### src/hw/rtl/wvs_pkg.sv
// wvs_pkg: beat types, widths, register indexes and saturation helpers
// for the weighted vertex skinning block; no dependencies
package wvs_pkg;

  localparam int MulAW = 43;                 // vertex sum or weighted point
  localparam int MulBW = 25;                 // matrix entry or weight
  localparam int MulPW = MulAW + MulBW;      // full product width
  localparam int SumW  = 48;                 // running sum width
  localparam int CfgW  = 32;
  localparam int CfgIdxW = 1;

  localparam logic [CfgIdxW-1:0] REG_TRANSLATION_X = 1'd0;
  localparam logic [CfgIdxW-1:0] REG_TRANSLATION_Y = 1'd1;

  typedef struct packed {
    logic signed [31:0] local_x;
    logic signed [31:0] local_y;
    logic signed [31:0] deform_x;
    logic signed [31:0] deform_y;
    logic        [16:0] weight;
    logic signed [23:0] mat_a;
    logic signed [23:0] mat_b;
    logic signed [23:0] mat_c;
    logic signed [23:0] mat_d;
    logic signed [31:0] bone_pos_x;
    logic signed [31:0] bone_pos_y;
    logic               last_influence;
  } in_item_t;

  typedef struct packed {
    logic signed [31:0] world_x;
    logic signed [31:0] world_y;
  } out_item_t;

  // clamp a 49-bit value to the 48-bit signed range
  function automatic logic signed [SumW-1:0] sat48(input logic signed [SumW:0] v);
    logic signed [SumW-1:0] r;
    if (v[SumW] != v[SumW-1]) begin
      r = v[SumW] ? {1'b1, {(SumW-1){1'b0}}} : {1'b0, {(SumW-1){1'b1}}};
    end else begin
      r = v[SumW-1:0];
    end
    return r;
  endfunction

  // clamp a 49-bit value to the 32-bit signed range
  function automatic logic signed [31:0] sat32(input logic signed [SumW:0] v);
    logic signed [31:0] r;
    if ((&v[SumW:31]) || !(|v[SumW:31])) begin
      r = v[31:0];
    end else begin
      r = v[SumW] ? {1'b1, 31'h0} : {1'b0, {31{1'b1}}};
    end
    return r;
  endfunction

endpackage

### src/hw/rtl/wvs_mul.sv
// wvs_mul: shared signed multiplier with a registered product
// depends on wvs_pkg for operand widths
module wvs_mul (
  input  logic                                clk,
  input  logic signed [wvs_pkg::MulAW-1:0]    op_a,
  input  logic signed [wvs_pkg::MulBW-1:0]    op_b,
  output logic signed [wvs_pkg::MulPW-1:0]    prod
);

  logic signed [wvs_pkg::MulPW-1:0] prod_next;

  assign prod_next = op_a * op_b;

  always_ff @(posedge clk) begin
    prod <= prod_next;
  end

endmodule

### src/hw/rtl/weighted_vertex_skinning_2d.sv
// weighted_vertex_skinning_2d: 2d linear blend skinning, one bone influence per beat
// depends on wvs_pkg and wvs_mul
// an accepted influence steps through ST_M0 to ST_M5 and ST_SUMY before the block is
//   ready again; a last influence also passes ST_OUT, where its result beat is registered
//   (held off while a previous result beat is held by out_stall)
// one influence at a time: no new one is taken until its sequence is done, set by the single
//   shared multiplier doing six products in turn per influence
// reset: rst (sync, active high) clears state, sums, translations and out_valid
module weighted_vertex_skinning_2d (
  input  logic                                clk,
  input  logic                                rst,
  // input channel
  input  logic                                in_valid,
  output logic                                in_stall,
  input  wvs_pkg::in_item_t                   in_data,
  // output channel
  output logic                                out_valid,
  input  logic                                out_stall,
  output wvs_pkg::out_item_t                  out_data,
  // config write port
  input  logic                                cfg_we,
  input  logic [wvs_pkg::CfgIdxW-1:0]         cfg_index,
  input  logic [wvs_pkg::CfgW-1:0]            cfg_data
);

  // sequencer codes: one multiplier product per step from ST_M0 to ST_M5
  localparam logic [3:0] ST_IDLE = 4'd0;
  localparam logic [3:0] ST_M0   = 4'd1;  // a*vx
  localparam logic [3:0] ST_M1   = 4'd2;  // b*vy
  localparam logic [3:0] ST_M2   = 4'd3;  // c*vx, qx formed
  localparam logic [3:0] ST_M3   = 4'd4;  // d*vy
  localparam logic [3:0] ST_M4   = 4'd5;  // qx*w, qy formed
  localparam logic [3:0] ST_M5   = 4'd6;  // qy*w, sum_x updated
  localparam logic [3:0] ST_SUMY = 4'd7;  // sum_y updated
  localparam logic [3:0] ST_OUT  = 4'd8;  // result beat loaded

  localparam int SumW = wvs_pkg::SumW;
  localparam int PW   = wvs_pkg::MulPW;

  logic [3:0] state, state_next;

  // captured influence
  logic signed [32:0] vx, vy;
  logic        [16:0] weight;
  logic signed [23:0] mat_a, mat_b, mat_c, mat_d;
  logic signed [31:0] bone_pos_x, bone_pos_y;
  logic               item_last;

  // intermediate values
  logic signed [57:0] acc;
  logic signed [42:0] qx, qy;
  logic signed [SumW-1:0] sum_x, sum_y;
  logic signed [31:0] translation_x, translation_y;

  // multiplier operands and product
  logic signed [wvs_pkg::MulAW-1:0] op_a;
  logic signed [wvs_pkg::MulBW-1:0] op_b;
  logic signed [PW-1:0]             prod;

  logic in_take, out_take, out_load;

  assign in_stall = (state != ST_IDLE);
  assign in_take  = in_valid && !in_stall;
  assign out_take = out_valid && !out_stall;
  // the output register is free, or drains at this edge
  assign out_load = (state == ST_OUT) && (!out_valid || !out_stall);

  // config writes
  always_ff @(posedge clk) begin
    if (rst) begin
      translation_x <= '0;
      translation_y <= '0;
    end else if (cfg_we) begin
      unique case (cfg_index)
        wvs_pkg::REG_TRANSLATION_X: translation_x <= cfg_data;
        wvs_pkg::REG_TRANSLATION_Y: translation_y <= cfg_data;
      endcase
    end
  end

  // operand steering for the shared multiplier
  always_comb begin
    op_a = '0;
    op_b = '0;
    unique case (state)
      ST_M0: begin
        op_a = {{10{vx[32]}}, vx};
        op_b = {mat_a[23], mat_a};
      end
      ST_M1: begin
        op_a = {{10{vy[32]}}, vy};
        op_b = {mat_b[23], mat_b};
      end
      ST_M2: begin
        op_a = {{10{vx[32]}}, vx};
        op_b = {mat_c[23], mat_c};
      end
      ST_M3: begin
        op_a = {{10{vy[32]}}, vy};
        op_b = {mat_d[23], mat_d};
      end
      ST_M4: begin
        op_a = qx;
        op_b = {8'b0, weight};
      end
      ST_M5: begin
        op_a = qy;
        op_b = {8'b0, weight};
      end
      default: begin
        op_a = '0;
        op_b = '0;
      end
    endcase
  end

  wvs_mul u_mul (
    .clk  (clk),
    .op_a (op_a),
    .op_b (op_b),
    .prod (prod)
  );

  // point transform: round(a*v + b*v) + bone_pos in one add, since
  // floor((x + bp*2^16) / 2^16) equals floor(x / 2^16) + bp
  logic signed [31:0]   bone_pos_sel;
  logic signed [PW-1:0] q_sum;
  assign bone_pos_sel = (state == ST_M2) ? bone_pos_x : bone_pos_y;
  assign q_sum = prod + {{(PW-58){acc[57]}}, acc}
               + {{(PW-48){bone_pos_sel[31]}}, bone_pos_sel, 16'h8000};

  // weighted accumulate, rounding folded in the same way
  logic signed [SumW-1:0] sum_sel;
  logic signed [PW-1:0]   w_sum;
  logic signed [SumW-1:0] sum_new;
  assign sum_sel = (state == ST_M5) ? sum_x : sum_y;
  assign w_sum = prod + PW'(32768)
               + {{(PW-SumW-16){sum_sel[SumW-1]}}, sum_sel, 16'h0};
  assign sum_new = wvs_pkg::sat48(w_sum[SumW+16:16]);

  // result: sums plus skeleton translation, clamped to 32 bits
  logic signed [SumW:0] ox_wide, oy_wide;
  assign ox_wide = {sum_x[SumW-1], sum_x} + {{(SumW-31){translation_x[31]}}, translation_x};
  assign oy_wide = {sum_y[SumW-1], sum_y} + {{(SumW-31){translation_y[31]}}, translation_y};

  // sequencer
  always_comb begin
    state_next = state;
    unique case (state)
      ST_IDLE: if (in_take) state_next = ST_M0;
      ST_M0:   state_next = ST_M1;
      ST_M1:   state_next = ST_M2;
      ST_M2:   state_next = ST_M3;
      ST_M3:   state_next = ST_M4;
      ST_M4:   state_next = ST_M5;
      ST_M5:   state_next = ST_SUMY;
      ST_SUMY: state_next = item_last ? ST_OUT : ST_IDLE;
      ST_OUT:  if (out_load) state_next = ST_IDLE;
      default: state_next = ST_IDLE;
    endcase
  end

  always_ff @(posedge clk) begin
    if (rst) begin
      state <= ST_IDLE;
    end else begin
      state <= state_next;
    end
  end

  // item capture, vertex plus deform formed on the way in
  always_ff @(posedge clk) begin
    if (in_take) begin
      vx         <= {in_data.local_x[31], in_data.local_x}
                  + {in_data.deform_x[31], in_data.deform_x};
      vy         <= {in_data.local_y[31], in_data.local_y}
                  + {in_data.deform_y[31], in_data.deform_y};
      weight     <= in_data.weight;
      mat_a      <= in_data.mat_a;
      mat_b      <= in_data.mat_b;
      mat_c      <= in_data.mat_c;
      mat_d      <= in_data.mat_d;
      bone_pos_x <= in_data.bone_pos_x;
      bone_pos_y <= in_data.bone_pos_y;
      item_last  <= in_data.last_influence;
    end
  end

  // datapath registers
  always_ff @(posedge clk) begin
    if (state == ST_M1 || state == ST_M3) begin
      acc <= prod[57:0];
    end
    if (state == ST_M2) begin
      qx <= q_sum[58:16];
    end
    if (state == ST_M4) begin
      qy <= q_sum[58:16];
    end
  end

  // running sums
  always_ff @(posedge clk) begin
    if (rst) begin
      sum_x <= '0;
      sum_y <= '0;
    end else if (state == ST_M5) begin
      sum_x <= sum_new;
    end else if (state == ST_SUMY) begin
      sum_y <= sum_new;
    end else if (out_load) begin
      sum_x <= '0;
      sum_y <= '0;
    end
  end

  // output register
  always_ff @(posedge clk) begin
    if (rst) begin
      out_valid <= 1'b0;
    end else if (out_load) begin
      out_valid <= 1'b1;
    end else if (out_take) begin
      out_valid <= 1'b0;
    end
  end

  always_ff @(posedge clk) begin
    if (out_load) begin
      out_data.world_x <= wvs_pkg::sat32(ox_wide);
      out_data.world_y <= wvs_pkg::sat32(oy_wide);
    end
  end

  // an accepted beat always starts the multiply sequence
  assert property (@(posedge clk) disable iff (rst) in_take |=> state == ST_M0)
    else $error("accepted beat did not start the sequence");

  // a result beat appears only out of the output step
  assert property (@(posedge clk) disable iff (rst)
    $rose(out_valid) |-> $past(state) == ST_OUT)
    else $error("result beat raised outside the output step");

  // sums are cleared once the result is loaded
  assert property (@(posedge clk) disable iff (rst)
    out_load |=> (sum_x == '0) && (sum_y == '0))
    else $error("sums not cleared after result");

  // a non-last influence never produces a result
  assert property (@(posedge clk) disable iff (rst)
    (state == ST_SUMY) && !item_last |=> state == ST_IDLE)
    else $error("non-last influence went on to output");

endmodule

### config.mk
export PLATFORM = sky130hd
export DESIGN_NAME = weighted_vertex_skinning_2d
export DESIGN_NICKNAME = d
export VERILOG_FILES = /design/src/hw/rtl/wvs_pkg.sv /design/src/hw/rtl/wvs_mul.sv /design/src/hw/rtl/weighted_vertex_skinning_2d.sv
export SDC_FILE = /design/constraint.sdc
export NUM_CORES = 2
export LEC_CHECK = 0
export ABC_AREA = 1
export BUFFER_PORTS_ARGS = -buffer_cell sky130_fd_sc_hd__buf_2
export CAP_MARGIN = 20
export CORE_ASPECT_RATIO = 1.25
export CORE_MARGIN = 2
export CORE_UTILIZATION = 50
export CTS_CLUSTER_DIAMETER = 50
export DETAILED_ROUTE_END_ITERATION = 10
export PLACE_DENSITY = 0.78
export SLEW_MARGIN = 20
export SYNTH_ARGS = -nofsm -noshare
export SYNTH_HDL_FRONTEND = slang
export SYNTH_SLANG_ARGS = --single-unit
### constraint.sdc
create_clock -name clk -period 11.3 [get_ports clk]
set_input_delay 0.565 -clock clk [delete_from_list [all_inputs] [get_ports clk]]
set_output_delay 0.565 -clock clk [all_outputs]
set_load 0.02 [all_outputs]
# Word-level counts from Yosys, hierarchy flattened
# Cells that the tools add are included.
# word_totals
register_bits	682
in_bits	344
output_inout_bits	66
word_cells	94
# op_classes
add_sub_neg	8
mul	1
n_eq_ne	12
n_mux	20
bitwise	2
n_reduce_logical	29
# ops
operator	n
$mux W48	7
$pmux W43 S4	1
$mux W32	5
$pmux W25 S5	1
$add A59 B59 Y59	2
$add A48 B32 Y49	2
$add A32 B32 Y33	2
$add A65 B16 Y65 const B	1
$add A65 B65 Y65	1
$mul A43 B25 Y65	1
$pmux W4 S9	1
$reduce_and A18 Y1	2
$reduce_or A18 Y1	2
$eq A4 B3 Y1 const B	4
$mux W4	3
$reduce_and A2 Y1	5
$eq A4 B2 Y1 const B	2
$ne A2 B2 Y1 const B	3
$reduce_bool A2 Y1	3
$reduce_or A2 Y1	3
$logic_not A1 Y1	5
$eq A4 B1 Y1 const B	1
$eq A4 B4 Y1 const B	1
$logic_not A4 Y1	1
other kinds (6)	13

# Logic depth before layout (Yosys ltp)
# depth
word_depth	6
depth_mapped	40
depth_no_buf	37

# Modules after synthesis
# A second synthesis with hierarchy kept.
# unflattened
cells_unflattened	11118
hier_area_um2	83910.5
# by_module_without_submodules
module	instances	cells_per_inst	area_per_inst_um2	seq_area_each_um2
weighted_vertex_skinning_2d	1	5653	42530.8	16876.2
wvs_mul	1	5465	41379.7	1361.3

# Worst setup path before layout
# No wires, ideal clock.
# synth_timing
kind	register to register
from	reg state[3]
to	reg bone_pos_x[0] (enable)
setup_ns	0.854
arrival_time_ns	10.927
t_required_ns	10.446
path_slack_ns	-0.481
path_stages_with_launch	4
n_path_buf	0
period_less_slack_ns	11.781
path_cell_list	dfxtp_1 -> nor2_2 -> nand2_1 -> nor2_1
# synth_via
elab_chain_cells	3
# synth_lines
element	line	rtl
start, declared	weighted_vertex_skinning_2d.sv:40	logic [3:0] state, state_next;
start signal, assigned	weighted_vertex_skinning_2d.sv:167	state <= state_next;
$reduce_bool A4 Y1	weighted_vertex_skinning_2d.sv:62	assign in_stall = (state != ST_IDLE);
net in_stall	weighted_vertex_skinning_2d.sv:14	output logic in_stall,
$logic_not A1 Y1	weighted_vertex_skinning_2d.sv:63	assign in_take = in_valid && !in_stall;
$logic_and A1 B1 Y1	weighted_vertex_skinning_2d.sv:63	
net in_take	weighted_vertex_skinning_2d.sv:60	logic in_take, out_take, out_load;
end signal, assigned	weighted_vertex_skinning_2d.sv:183	bone_pos_x <= in_data.bone_pos_x;
end, declared	weighted_vertex_skinning_2d.sv:46	logic signed [31:0] bone_pos_x, bone_pos_y;
# The timed path passes the listed nets, and every way through them passes these cells.
# A chain may end at the register's enable or synchronous reset.

# Worst setup path after layout
# layout_timing
from	reg state[3]
to	reg u_mul.prod[44] (netlist bit)
# layout_via
elab_chain_cells	4
elab_cells_between_ends	12
classes_between	mul (1); eq/ne (6); mux (2); reduce/logical (3)
# layout_lines
element	line	rtl
$eq A4 B3 Y1 (tied with other cells)	weighted_vertex_skinning_2d.sv:85	unique case (state)
$reduce_or A2 Y1 (no line)	--	
$pmux W25 S5 / $pmux W43 S4 (equally long branches)	weighted_vertex_skinning_2d.sv:85	
$mul A43 B25 Y65 (*)	wvs_mul.sv:12	assign prod_next = op_a * op_b;
net u_mul.prod_next (one bit)	wvs_mul.sv:10	logic signed [wvs_pkg::MulPW-1:0] prod_next;
end signal, assigned	wvs_mul.sv:15	prod <= prod_next;
end, declared	wvs_mul.sv:7	output logic signed [wvs_pkg::MulPW-1:0] prod
# Mark *: on every way through the listed nets, which the timed path passes. The rest lies on a longest branch.

==> qor.csv <==
metric,value,unit
Overflow after GRT,0,
Leak,47.5,nW
TritonCTS Buffers,86,
cell at the root of the clock tree,clkbuf_16,
violation count after the first detailed-route iteration,6252,
worst voltage drop across the vdd grid,397,uV
pin count of the biggest net entering global routing,172,
slew margin rel.,0.219,
Seq. cell area,18200,um2
slowest cell on the critical path,inv_1,
remaining antenna violation count,0,
number of antenna violations at the first check in global routing,9,
critical path arrival,10.78,ns
most common library cells after synthesis,"2899 x nand2_1, 2470 x inv_1, 1090 x fa_1",
register area share after synthesis,0.223,
routed wire length,290,mm
number of hold-slack violations in the final timing report,0,
TritonCTS clock tree,built,
Worst Tran Pin Value,1.17,ns
share of power burned in combinational logic,0.739,
final cycle utilization of the critical path,0.901,
critical path startpoint category,flip-flop,
Starting Density,0.504,
post-CTS setup buffer count,0,
placeable core region,162000,um2
Cell variety after synth,59,
number of clock sinks seen by CTS,682,
Int Power,0.0113,W
synthesized net count,12359,
type of destination of the critical path,flip-flop,
number of enable flip-flop cells after synthesis,452,
synthesized cell area,81600,um2
top-level port count,410,
number of hold-repair buffers added at the cts stage,162,
horizontal extent of the die,365,um
cell taking the most area after synthesis,fa_1,
htree depth,3,
Resize count post-CTS,0,
footprint of the multi-input gates,52800,um2
Pins Over Slew Limit,0,
first-pass GRT wire length,435,mm
Setup TNS,0,ns
max-cap check violation count,0,
post-detailed-route DRC marker count,0,
shortest clock period the worst path allows after layout,10.18,ns
vias after detailed routing,71632,
async set-reset flop share out of synthesis,0,
number of warnings printed during yosys synthesis,0,
kind of path behind the tightest hold check,in -> reg,
filler instances,14858,
IO Port Bufs,409,
Peak Freq,0.0983,GHz
RSZ-0062 raised after global routing,false,
y dimension of the die,456,um
switching power summed over all nets,0.0143,W
instance count of the mapped netlist,10472,
area of the die,167000,um2
part of the power in registers,0.151,
wire length per cell after detailed routing,21.9,um
critical path required time,11.90,ns
Setup Skew,0.0750,ns
cell type with the highest occurrence count on the critical path,fa_1,
worst setup margin,1.12,ns
worst-skew pair later-pin latency,0.74,ns
post-layout util,0.560,
fraction of power spent switching nets,0.560,
Overall Global Routing Usage,0.349,
post-synthesis area per instance,7.80,um2
vias in the first global route,74530,
HPWL after detailed placement,236,mm
total number of nets in the final design,12846,
Synth Flop Type,edfxtp_1,
post-synthesis register bit count,682,
Area Growth Syn to Fin,11.2,%
areal power density over the cells,282,nW/um2
Overall Power,0.0256,W
part of the total power dissipated in the clock network,0.111,
average vias per placed instance,5.42,
setup violators final,0,
kind of critical path,reg -> reg,
routability cong.,1.03,
result of the run,"complete, no violations",
Site Rows,165,
Crit path largest cell delay,0.74,ns
critical path peak fanout,25,
worst-case clock buffer depth,3,
fraction of layout cells with a size suffix above 1,0.0730,
clock edge transition at the registers on the reported setup and hold paths,0.06,ns
library cell with the highest instance count after synthesis,nand2_1,
top post-synthesis cells by area,"fa_1 27%, edfxtp_1 17%, nand2_1 13%",
area share of the leading cell type in the synthesized netlist,0.267,
TritonRoute pass-1 iters,9,
post-placement worst setup slack,1.34,ns
cells in the final DEF, fill, tap and decap left out, types with 11 or more instances in the layout:
| master | Yosys | final |
|---|---|---|
| nand2_1 | 2899 | 2897 |
| inv_1 | 2470 | 2468 |
| fa_1 | 1090 | 1090 |
| nor2_1 | 668 | 663 |
| a21oi_1 | 537 | 537 |
| ha_1 | 453 | 453 |
| edfxtp_1 | 452 | 452 |
| buf_2 | 48 | 408 |
| nand3_1 | 282 | 281 |
| dfxtp_1 | 230 | 230 |
| o21ai_0 | 205 | 205 |
| xor2_1 | 176 | 176 |
| dlygate4sd3_1 | 0 | 162 |
| buf_4 | 10 | 120 |
| xnor2_1 | 101 | 101 |
| nand4_1 | 100 | 100 |
| clkbuf_16 | 0 | 87 |
| a22o_1 | 60 | 60 |
| nor3_1 | 48 | 48 |
| o21bai_1 | 41 | 41 |
| a31oi_1 | 35 | 35 |
| nor2_2 | 32 | 33 |
| mux2i_1 | 31 | 31 |
| a21o_1 | 28 | 28 |
| inv_2 | 23 | 23 |
| nand2_2 | 20 | 21 |
| a22oi_1 | 17 | 17 |
| a21boi_0 | 16 | 16 |
| o211ai_1 | 15 | 15 |
| nor4_1 | 15 | 15 |
| a221oi_1 | 16 | 15 |
| clkbuf_1 | 209 | 15 |
| o21a_1 | 14 | 14 |
| nor3_2 | 11 | 11 |
| buf_12 | 0 | 11 |
final timing paths:
kind,start,endpoint,slack (ns),cells after the start
min reg2reg,u_mul.prod[9]$_DFF_P_,acc[9]$_DFFE_PN_,0.45,0
max,state[3]$_SDFFE_PP0P_,u_mul.prod[44]$_DFF_P_,1.12,29
min,in_data[43],bone_pos_x[10]$_DFFE_PP_,0.03,1
max reg2reg,state[3]$_SDFFE_PP0P_,u_mul.prod[44]$_DFF_P_,1.12,29
flip-flops by register name (all words and copies together) (netlist names), 4 cells and up:
register and flops:
acc 58, bone_pos_x 32, bone_pos_y 32, mat_a 24, mat_b 24, mat_c 24, mat_d 24, out_data 64
qx 43, qy 43, state 4, sum_x 48, sum_y 48, translation_x 32, translation_y 32, u_mul.prod 65
vx 33, vy 33, weight 17
routing by layer:
metal	wire (um)	share of wire	track usage
met5	52	0.00018	0
met3	23100	0.080	0.0696
met1	104000	0.36	0.400
met2	140000	0.48	0.590
met4	22700	0.078	0.225
metrics by stage:
step / std cells / instance area (um2) / hold slack (ns)
floorplan: 10472 / 81600 / 0.408
global placement: 12880 / 86200 / 0.430
detailed placement: 12880 / 86200 / 0.419
CTS: 13201 / 90800 / 0.00189
global route: 13201 / 90800 / 0.0145
finish: 13205 / 90800 / 0.0313
kinds of logic after synthesis:
kind of cell,synth area share
AND/OR/NAND/NOR,0.203
buffers and inverters,0.131
adder cells (fa/ha/maj),0.337
AO/OA/AOI/OAI,0.0725
flip-flops,0.223
XOR/XNOR,0.0305
multiplexers,0.00380
power by group through the flow:
stage               clock (W)  sequential, W  combinational [W]
floorplan                   0        0.00360             0.0115
global placement            0        0.00388             0.0182
detailed placement          0        0.00387             0.0182
CTS                   0.00283        0.00383             0.0186
global route          0.00296        0.00385             0.0207
finish                0.00283        0.00386             0.0189
layout make-up:
cell class,count,share of cell area
Multi-Input combinational cell,6992,0.582
Sequential cell,682,0.200
Inverter,2496,0.103
Timing Repair Buffer,701,0.0527
Tap cell,2171,0.0299
Clock buffer,106,0.0251
Clock inverter,53,0.00700
Antenna cell,4,0.000110
worst max-delay path: cells and delay by family (launching register included):
family                     cells  cell delay [ns]
AOI/OAI and AO/OA              8             2.55
xor gates and xnor gates       1             0.22
adders and majority gates      8             3.51
buffers and inverters          7             1.38
DFF                            1             0.44
and+or+nand+nor                5             1.88
Power figures use the tool's default switching activity.
